===== src/hw/rtl/ffr_map_ram.sv =====
// ----------------------------------------------------------------------------
// ffr_map_ram
// Occupancy map storage: one write port and one read port, registered read.
// ----------------------------------------------------------------------------
module ffr_map_ram #(
	parameter int DEPTH = 64,
	parameter int AW    = 6,
	parameter int WIDTH = 64
) (
	input  logic             clk,
	input  logic             we,
	input  logic [AW-1:0]    waddr,
	input  logic [WIDTH-1:0] wdata,
	input  logic             re,
	input  logic [AW-1:0]    raddr,
	output logic [WIDTH-1:0] rdata
);

	logic [WIDTH-1:0] mem_q [DEPTH];
	logic [WIDTH-1:0] rdata_q;

	// write and registered read
	always_ff @(posedge clk) begin
		if (we) begin
			mem_q[waddr] <= wdata;
		end
		if (re) begin
			rdata_q <= mem_q[raddr];
		end
	end

	assign rdata = rdata_q;

endmodule


===== config.mk =====
export PLATFORM = sky130hd
export DESIGN_NAME = ffr_map_ram
export DESIGN_NICKNAME = d
export VERILOG_FILES = /design/src/hw/rtl/ffr_map_ram.sv
export SDC_FILE = /design/constraint.sdc
export NUM_CORES = 2
export LEC_CHECK = 0
export ABC_AREA = 1
export CELL_PAD_IN_SITES_DETAIL_PLACEMENT = 0
export CELL_PAD_IN_SITES_GLOBAL_PLACEMENT = 1
export CORE_MARGIN = 2
export CORE_UTILIZATION = 46
export DETAILED_ROUTE_END_ITERATION = 16
export DONT_BUFFER_PORTS = 1
export GPL_TIMING_DRIVEN = 1
export HOLD_SLACK_MARGIN = 0.1
export PLACE_DENSITY = 0.69
export RECOVER_POWER = 100
export SYNTH_ARGS = -nofsm -noshare
export SYNTH_HDL_FRONTEND = slang
export SYNTH_SLANG_ARGS = --single-unit
export TNS_END_PERCENT = 100

===== constraint.sdc =====
create_clock -name clk -period 20.8 [get_ports clk]
set_input_delay 2.08 -clock clk [delete_from_list [all_inputs] [get_ports clk]]
set_output_delay 2.08 -clock clk [all_outputs]
set_load 0.1 [all_outputs]

==> summary.log <==
qor: sta.hold_viol_final 0
qor: cts.insertion_delay 0.98 ns
qor: synth.ys_top_cells_by_count nand2_1 (4416), edfxtp_1 (4160), nand3_1 (3847)
qor: synth.synthesis.area 165900 sq um
qor: cts.tritoncts yes
qor: critical_path.worstPathRequired 21.53 ns
qor: grt.grt_max_degree 1026
qor: critical_path.timing_worst_setup_path_type in2reg
qor: floorplanning.die_area 365600 sq um
qor: synth.post_synth_num_cell_types 15
qor: synth.syn-instance-count 13405
qor: floorplanning.floorplan.core_area 359200 sq um
qor: sta.setup_tns 0 ns
qor: synth.synth-async-reset-ratio 0
qor: place.dpl-instance-area 169400 sq um
qor: floorplanning.floorplan.die.width 604.6 um
qor: place.placer_congestion_estimate 0.7838
qor: cts.postCtsResizedCells 0
qor: power_and_ir_drop.power.total 0.01766 W
qor: sta.worst_slew_pin_slew 8.566 ns
qor: sta.finalCritPeriodShare 0.6850
qor: sta.rsz0062_at_grt no
qor: routing.wl 527500 um
qor: synth.postSynthRegisterBits 4160
qor: floorplanning.die_y 604.6 um
qor: routing.drc_errors 0
qor: floorplanning.rows 220
qor: routing.routed_via_density 5.918
qor: run_status.failing_checks max-capacitance violations, max-slew violations
qor: synth.synth.largest_area_cell edfxtp_1
qor: critical_path.worst_ep_arrival_time 14.98 ns
qor: floorplanning.design.portCount 143
qor: finish.layout_cells_sized_above_1 0.05032
qor: sta.timing_max_transition_violations_final 4841
qor: synth.total_of_warnings_raised_by_yosys 0
qor: routing.drt.antenna.violating_nets 0
qor: sta.finalCriticalPeriod 14.25 ns
qor: min_path.tightest_hold_check_type reg2reg
qor: place.post-dp-hpwl 236900 um
qor: finish.final.fill_count 30582
qor: grt.number_of_antenna_violations_at_the_first_check_in_global_routing 22
qor: routing.firstDrtPassIters 6
qor: synth.synth.net_count 13484
qor: synth.synth_seq_area_share 0.7528
qor: synth.yosysMostFrequentCell nand2_1
qor: synth.netlist.area_leader.share 0.7528
qor: grt.grt_overflow_total 0
qor: routing.detail_route.wl_per_cell 28.90 um
qor: synth.synth_flop_cell edfxtp_1
qor: critical_path.startpoint_type primary input
qor: floorplanning.initial_utilization 0.4620
qor: critical_path.worstSetupEndpointType flip-flop
qor: synth.syn_area_per_cell 12.38 sq um
qor: power_and_ir_drop.max-vdd-ir-drop 0.07998 mV
qor: finish.layout-area-overhead-vs-synth 9.793%
qor: run_status.outcome finished with violations
qor: finish.finalNetCount 13209
qor: grt.grt.total_usage 0.2842
qor: synth.ys_top_cells_by_area edfxtp_1 (75%), nand3_1 (12%), nand2_1 (10%), buf_2 (1.5%), buf_4 (0.61%)
qor: sta.max_freq 70.19 MHz
qor: cts.cts_hold_buffers 0
qor: cts.post_cts_setup_inserts 0
qor: critical_path.critical_path_peak_fanout 297
qor: sta.setup_viol 0
qor: sta.final.setup_skew 0.04311 ns
qor: finish.finalInstanceArea 182200 sq um
qor: grt.grt_pass1_vias 103823
qor: cts.cts_max_path_bufs 4
qor: grt.first_pass_grt_wire_length 749800 um
qor: power_and_ir_drop.powerDensity 96.93 nW/um^2
qor: cts.cts_inserted_buffers 428
qor: job.drv.max_cap_violation_count 150
qor: cts.tritoncts_num_sinks 4160
qor: power_and_ir_drop.p_leak 62.71 nW
qor: synth.synth_enable_flop_cells 4160
qor: routing.iter_0_drt_violations 14836
qor: cts.clk_root_buffer_cell clkbuf_16
qor: sta.timing.max_slew.rel_slack -4.711
qor: place.port_buffers 0
qor: cts.cts_htree_levels 5
qor: cts.path_clk_slew 0.06 ns
qor: routing.vias 108026
## cell type report
type	instances	area, sq um	share of cell area
Antenna cell	5	12.51	0.00006867
Clock buffer	512	11170	0.06133
Clock inverter	263	2296	0.01260
Inverter	12	102.6	0.0005631
Multi-Input combinational cell	8336	36360	0.1996
Sequential cell	4160	124900	0.6856
Tap cell	4773	5972	0.03278
Timing Repair Buffer	192	1356	0.007444
## where the power goes
group / internal [W] / switching, W / total, W
registers: 0.00930 / 0.000108 / 0.00941
logic: 0.000222 / 0.000569 / 0.000791
clock network: 0.00424 / 0.00322 / 0.00746
total: 0.0138 / 0.00390 / 0.0177
## critical path, stage by stage
cell,delay [ns]
buf_16,0.36
clkbuf_1,5.56
buf_16,0.36
buf_16,0.76
inv_16,0.43
clkbuf_1,1.79
buf_4,1.07
buf_4,0.49
nand2_1,0.14
nand3_1,0.08
nand3_1,0.13
nand3_1,0.20
nand3_1,0.19
nand2_1,0.09
nand2_1,0.11
nand2_1,0.06
## per-stage QoR
step	hold slack, ns	setup slack (ns)	cells	utilization
after detailed placement	0.8578	10.89	17464	0.4715
after floorplan	0.7969	11.44	13405	-
final	0.8700	6.553	18253	0.5072
after global placement	0.8469	11.11	17462	0.4713
after global routing	0.9436	6.165	18249	0.5072
after CTS	0.8726	11.94	18239	0.5090
## kinds of logic (layout without fill, tap and decap cells)
logic type	Yosys count	after routing	share of synthesized area
flops	4160	4160	0.7528
other cells	0	5	0
buf+inv	909	979	0.02941
simple gates	8336	8336	0.2178
## path summary, 6_finish.rpt
check	startpoint	endpoint	slack (ns)	depth (start not counted)
max	raddr[0]	rdata[39]	6.55	16
min	mem_q[11][9]	rdata[9]	0.87	8
max reg2reg	mem_q[15][34]	rdata[34]	18.82	8
min reg2reg	mem_q[11][9]	rdata[9]	0.87	8
## placed cells by master (no fill, tap or decap), types with 4 or more instances in the layout
| cell | synthesis | final |
|---|---|---|
| clkinvlp_4 | 0 | 14 |
| bufinv_16 | 0 | 34 |
| nor2_4 | 0 | 29 |
| diode_2 | 0 | 5 |
| clkinv_1 | 0 | 109 |
| inv_6 | 0 | 9 |
| nor2_1 | 56 | 27 |
| clkinv_16 | 0 | 4 |
| inv_8 | 0 | 4 |
| clkinv_8 | 0 | 5 |
| buf_4 | 134 | 29 |
| buf_12 | 0 | 9 |
| nand4_1 | 9 | 9 |
| clkinv_2 | 0 | 84 |
| inv_1 | 8 | 6 |
| nor4_1 | 8 | 8 |
| clkbuf_16 | 0 | 435 |
| edfxtp_1 | 4160 | 4160 |
| nand3_1 | 3847 | 3847 |
| clkbuf_1 | 147 | 215 |
| buf_16 | 0 | 16 |
| inv_16 | 0 | 4 |
| nand2_1 | 4416 | 4416 |
## sequential cells by signal, summed over array words and instances (netlist names)
| register | count |
|---|---|
| mem_q | 4096 |
| rdata | 64 |
## per-layer routing
| metal | vias up | wire, um | global-route usage |
|---|---|---|---|
| met5 | - | 52 | 0 |
| met4 | 8 | 21190 | 0.09349 |
| met3 | 902 | 47220 | 0.04457 |
| met2 | 5292 | 248400 | 0.4720 |
| met1 | 54446 | 210600 | 0.3835 |
| li1 | 47378 | - | - |
No activity file was read; power rests on OpenSTA's default activity.
