[src/hw/rtl/ffr_pkg.sv]
// ----------------------------------------------------------------------------
// ffr_pkg
// Shared beat types, codes and field widths of the first-fit free run finder.
// ----------------------------------------------------------------------------
package ffr_pkg;

	// field widths fixed by the beat formats
	localparam int ACTION_W = 2;
	localparam int VALUE_W  = 13;
	localparam int ANSWER_W = 13;
	localparam int STATUS_W = 2;
	// run length carried between words, saturates at the largest run length
	localparam int RUN_W    = 13;

	// action codes
	localparam logic [ACTION_W-1:0] ACT_INSERT = 2'd0;
	localparam logic [ACTION_W-1:0] ACT_REMOVE = 2'd1;
	localparam logic [ACTION_W-1:0] ACT_QUERY  = 2'd2;

	// status codes
	localparam logic [STATUS_W-1:0] STAT_OK     = 2'd0;
	localparam logic [STATUS_W-1:0] STAT_DUP    = 2'd1;
	localparam logic [STATUS_W-1:0] STAT_ABSENT = 2'd2;

	// request beat
	typedef struct packed {
		logic [ACTION_W-1:0] action;
		logic [VALUE_W-1:0]  value;
	} req_beat_t;

	// response beat
	typedef struct packed {
		logic [ANSWER_W-1:0] answer;
		logic [STATUS_W-1:0] status;
	} rsp_beat_t;

	// word scan status flags
	typedef struct packed {
		logic hit;       // a run of the asked length completes in this word
		logic occupied;  // the word holds at least one occupied position
	} scan_flags_t;

endpackage

[src/hw/rtl/ffr_word_scan.sv]
// ----------------------------------------------------------------------------
// ffr_word_scan
// Shared scan unit: finds where a free run of the asked length first
// completes in one map word, given the free run carried in from below.
// ----------------------------------------------------------------------------
module ffr_word_scan import ffr_pkg::*; #(
	parameter int WORD_BITS = 64,
	parameter int BW        = 6
) (
	input  logic [WORD_BITS-1:0] word,
	input  logic [RUN_W-1:0]     run_in,
	input  logic [VALUE_W-1:0]   len,
	output scan_flags_t          flags,
	output logic [BW-1:0]        hit_bit,
	output logic [BW-1:0]        top_bit,
	output logic [RUN_W-1:0]     run_out
);

	localparam int LV = BW;

	logic                 has_l [LV+1][WORD_BITS];
	logic [BW-1:0]        pos_l [LV+1][WORD_BITS];
	logic [WORD_BITS-1:0] fit;
	logic [RUN_W:0]       run_sum;

	// prefix scan: highest occupied bit at or below each bit
	always_comb begin
		int src;
		for (int e = 0; e < WORD_BITS; e++) begin
			has_l[0][e] = word[e];
			pos_l[0][e] = BW'(e);
		end
		for (int j = 0; j < LV; j++) begin
			for (int e = 0; e < WORD_BITS; e++) begin
				src = (e >= (1 << j)) ? e - (1 << j) : e;
				if (!has_l[j][e] && e >= (1 << j)) begin
					has_l[j+1][e] = has_l[j][src];
					pos_l[j+1][e] = pos_l[j][src];
				end else begin
					has_l[j+1][e] = has_l[j][e];
					pos_l[j+1][e] = pos_l[j][e];
				end
			end
		end
	end

	// run length ending at each bit compared with the asked length
	always_comb begin
		logic [BW:0]    free_len;
		logic [RUN_W:0] sum;
		for (int e = 0; e < WORD_BITS; e++) begin
			free_len = (BW+1)'(e) - {1'b0, pos_l[LV][e]};
			sum      = {1'b0, run_in} + (RUN_W+1)'(e) + (RUN_W+1)'(1);
			if (has_l[LV][e]) begin
				fit[e] = (VALUE_W'(free_len) >= len);
			end else begin
				fit[e] = (sum >= {1'b0, len});
			end
		end
	end

	// lowest bit where the run completes
	always_comb begin
		hit_bit = '0;
		for (int e = WORD_BITS - 1; e >= 0; e--) begin
			if (fit[e]) begin
				hit_bit = BW'(e);
			end
		end
	end

	// run carried to the next word, saturating
	assign run_sum = {1'b0, run_in} + (RUN_W+1)'(WORD_BITS);

	always_comb begin
		if (has_l[LV][WORD_BITS-1]) begin
			run_out = RUN_W'((BW+1)'(WORD_BITS - 1) - {1'b0, pos_l[LV][WORD_BITS-1]});
		end else if (run_sum[RUN_W]) begin
			run_out = '1;
		end else begin
			run_out = run_sum[RUN_W-1:0];
		end
	end

	assign flags.hit      = |fit;
	assign flags.occupied = has_l[LV][WORD_BITS-1];
	assign top_bit        = pos_l[LV][WORD_BITS-1];

endmodule

[config.mk]
export PLATFORM = sky130hd
export DESIGN_NAME = ffr_word_scan
export DESIGN_NICKNAME = d
export VERILOG_FILES = /design/src/hw/rtl/ffr_pkg.sv /design/src/hw/rtl/ffr_word_scan.sv
export SDC_FILE = /design/constraint.sdc
export NUM_CORES = 2
export LEC_CHECK = 0
export ABC_AREA = 1
export BUFFER_PORTS_ARGS = -buffer_cell sky130_fd_sc_hd__buf_2
export CORE_MARGIN = 3
export CORE_UTILIZATION = 43
export DETAILED_ROUTE_END_ITERATION = 16
export GPL_ROUTABILITY_DRIVEN = 0
export GPL_TIMING_DRIVEN = 0
export SKIP_LAST_GASP = 1
export SYNTH_ARGS = -nofsm -noshare
export SYNTH_HDL_FRONTEND = slang
export SYNTH_SLANG_ARGS = --single-unit
[constraint.sdc]
create_clock -name vclk -period 20.5
set_input_delay 5.125 -clock vclk [all_inputs]
set_output_delay 5.125 -clock vclk [all_outputs]
set_load 0.03 [all_outputs]
==> flow_summary.json <==
{
  "detail-route-antenna-nets": 0,
  "port_buffers": 104,
  "timing.critical_path.to_type": "output port",
  "critical_path.slowest_cell": "sky130_fd_sc_hd__nor2_1",
  "slew_violations": 106,
  "layout-drive-gt1-share_pct": 5.996,
  "mappedNetlistArea_mm2": 0.04186,
  "route.detailed.drc": 0,
  "fmax_ghz": 0.04997,
  "place.detailed.hpwl_mm": 173.4,
  "synth_most_common_cell": "sky130_fd_sc_hd__nand2_1",
  "min_path_type": "in -> out",
  "n_clock_buffer": 0,
  "failed_checks": "max-capacitance violations, max-slew violations",
  "die_w_um": 318.0,
  "netlist_top_cells_count": "1128 x sky130_fd_sc_hd__nand2_1, 1074 x sky130_fd_sc_hd__ha_1, 908 x sky130_fd_sc_hd__inv_1",
  "crit_required_ns": 15.38,
  "floorplan.io_pins": 117,
  "timing.max_slew.rel_slack_pct": -10.53,
  "final.setup.tns_ns": 0,
  "synth.top_cell.area_share_pct": 32.11,
  "timing.critical_path.from": "run_in[7]",
  "first_global_vias": 46390,
  "synth.yosys.seq_area_share_pct": 0,
  "cp_data_arrival_time_ns": 14.89,
  "grt_remaining_overflow": 0,
  "timing.critical_path.slowest_cell_delay_ns": 1.04,
  "timing_worst_setup_path_type": "in -> out",
  "start_util_pct": 43.73,
  "grtUsageTotal_pct": 42.40,
  "die-height_um": 318.0,
  "avgSynthCellArea_um2": 6.309,
  "run_status": "finished with violations",
  "ctsHoldBuffers": 0,
  "dr.pass1.iters": 11,
  "seqCellArea_um2": 0,
  "endpoint": "hit_bit[0]",
  "post_cts_resize_count": 0,
  "max_cap_viol_count": 11,
  "grt_pass1_wl_mm": 319.1,
  "time_the_worst_path_needs_with_i_o_delays_and_setup_ns": 20.01,
  "std_cell_rows": 113,
  "top_cells_by_area_synth": "sky130_fd_sc_hd__ha_1 32%, sky130_fd_sc_hd__xor2_1 10%, sky130_fd_sc_hd__nand2_1 10%, sky130_fd_sc_hd__inv_1 8.1%, sky130_fd_sc_hd__a21oi_1 6.8%",
  "routed_wire_length_per_instance_um": 28.02,
  "routed_wirelength_mm": 226.5,
  "fp.coreArea_mm2": 0.09572,
  "final_net_count": 7971,
  "floorplan.die_area_mm2": 0.1011,
  "final.period_utilization_pct": 97.63,
  "tightest_slew_ns": 1.658,
  "final_hold_viol_count": 0,
  "flow.area_growth_from_synthesis_pct": 6.714,
  "count_of_vias_placed_by_the_detailed_router": 50440,
  "synth-warning-count": 0,
  "cts_setup_buffers": 0,
  "hold_ws_ns": 10.80,
  "final.fill_count": 10360,
  "unrepaired_setup_endpoints_after_global_routing": "no",
  "cp_startpoint_kind": "input port",
  "design.seq.count": 0,
  "final_util_pct": 46.66,
  "grt_antenna_before_repair": 15,
  "number_of_drc_violations_after_detailed_routing_iteration_0": 7484,
  "synth.distinct_cells": 68,
  "cell_count_after_synthesis": 6634,
  "area_occupied_by_multi_input_gates_mm2": 0.03781,
  "vias_per_cell": 6.242,
  "largest_fanout_on_the_critical_path": 10,
  "final-setup-viol-count": 0,
  "timing.critical_path.mode_cell": "sky130_fd_sc_hd__nand2_1",
  "synthDominantAreaCellType": "sky130_fd_sc_hd__ha_1",
  "grt_max_degree": 93
}
kinds of logic (layout without fill, tap and decap cells):
family	count (synthesis)	in the layout	synth area share (%)
buffers and inverters	1108	1229	10.15
AOI/OAI and AO/OA	1600	1600	22.47
adders and majority gates	1074	1074	32.11
muxes	4	4	0.09865
other	1	62	0.008959
xor gates and xnor gates	525	525	10.99
and+or+nand+nor	2322	2322	24.19
routing by layer:
metal / GRT usage, % / vias up / share of wire [%]
met5: 0 / - / 0.051
met4: 35.55 / 14 / 11
met3: 14.15 / 1174 / 14
met2: 62.06 / 3600 / 39
met1: 49.83 / 22870 / 36
li1: - / 22790 / -
critical path: cells and delay by family:
family / cells / cell delay (ns)
buffers and inverters: 8 / 3.13
adder cells (fa/ha/maj): 2 / 0.45
AND/OR/NAND/NOR: 71 / 5.98
AO/OA/AOI/OAI: 1 / 0.15
how the worst min path moves through the flow:
stage	startpoint	endpoint	slack (ns)	cells after the start
5_1_grt	word[0]	hit_bit[0]	10.81	4
6_report	word[0]	hit_bit[0]	10.80	4
2_1_floorplan	word[0]	hit_bit[0]	10.46	2
3_5_place_dp	word[0]	hit_bit[0]	10.80	4
3_3_place_gp	word[0]	hit_bit[0]	10.79	4
4_1_cts	word[0]	hit_bit[0]	10.80	4
layout by cell type, fill, tap and decap left out, types with 60 or more instances in the layout:
cell type                  netlist  final
sky130_fd_sc_hd__clkbuf_1       65     60
sky130_fd_sc_hd__buf_2           8    113
sky130_fd_sc_hd__o21a_1        157    157
sky130_fd_sc_hd__nand3_1       171    171
sky130_fd_sc_hd__inv_1         908    897
sky130_fd_sc_hd__nor3_1         90     89
sky130_fd_sc_hd__ha_1         1074   1074
sky130_fd_sc_hd__a21oi_1       569    568
sky130_fd_sc_hd__o21ai_0       505    503
sky130_fd_sc_hd__nor2_1        683    682
sky130_fd_sc_hd__xor2_1        488    488
sky130_fd_sc_hd__nand2_1      1128   1128
sky130_fd_sc_hd__inv_2          70     70
final cells by class:
class	instances	share of cell area, %
Multi-Input combinational cell	5576	84.65
Antenna cell	11	0.06163
Timing Repair Buffer	121	2.115
Tap cell	1265	3.544
Inverter	991	8.457
Buffer	117	1.177
stage by stage:
stage | worst slack [ns] | instances | area, µm²
finish | 0.4867 | 8081 | 44670
floorplan | 4.001 | 6684 | 42040
global route | 0.2259 | 8073 | 44650
global placement | -1.358 | 8053 | 44150
CTS | 1.275 | 8069 | 44600
detailed placement | 1.306 | 8069 | 44600
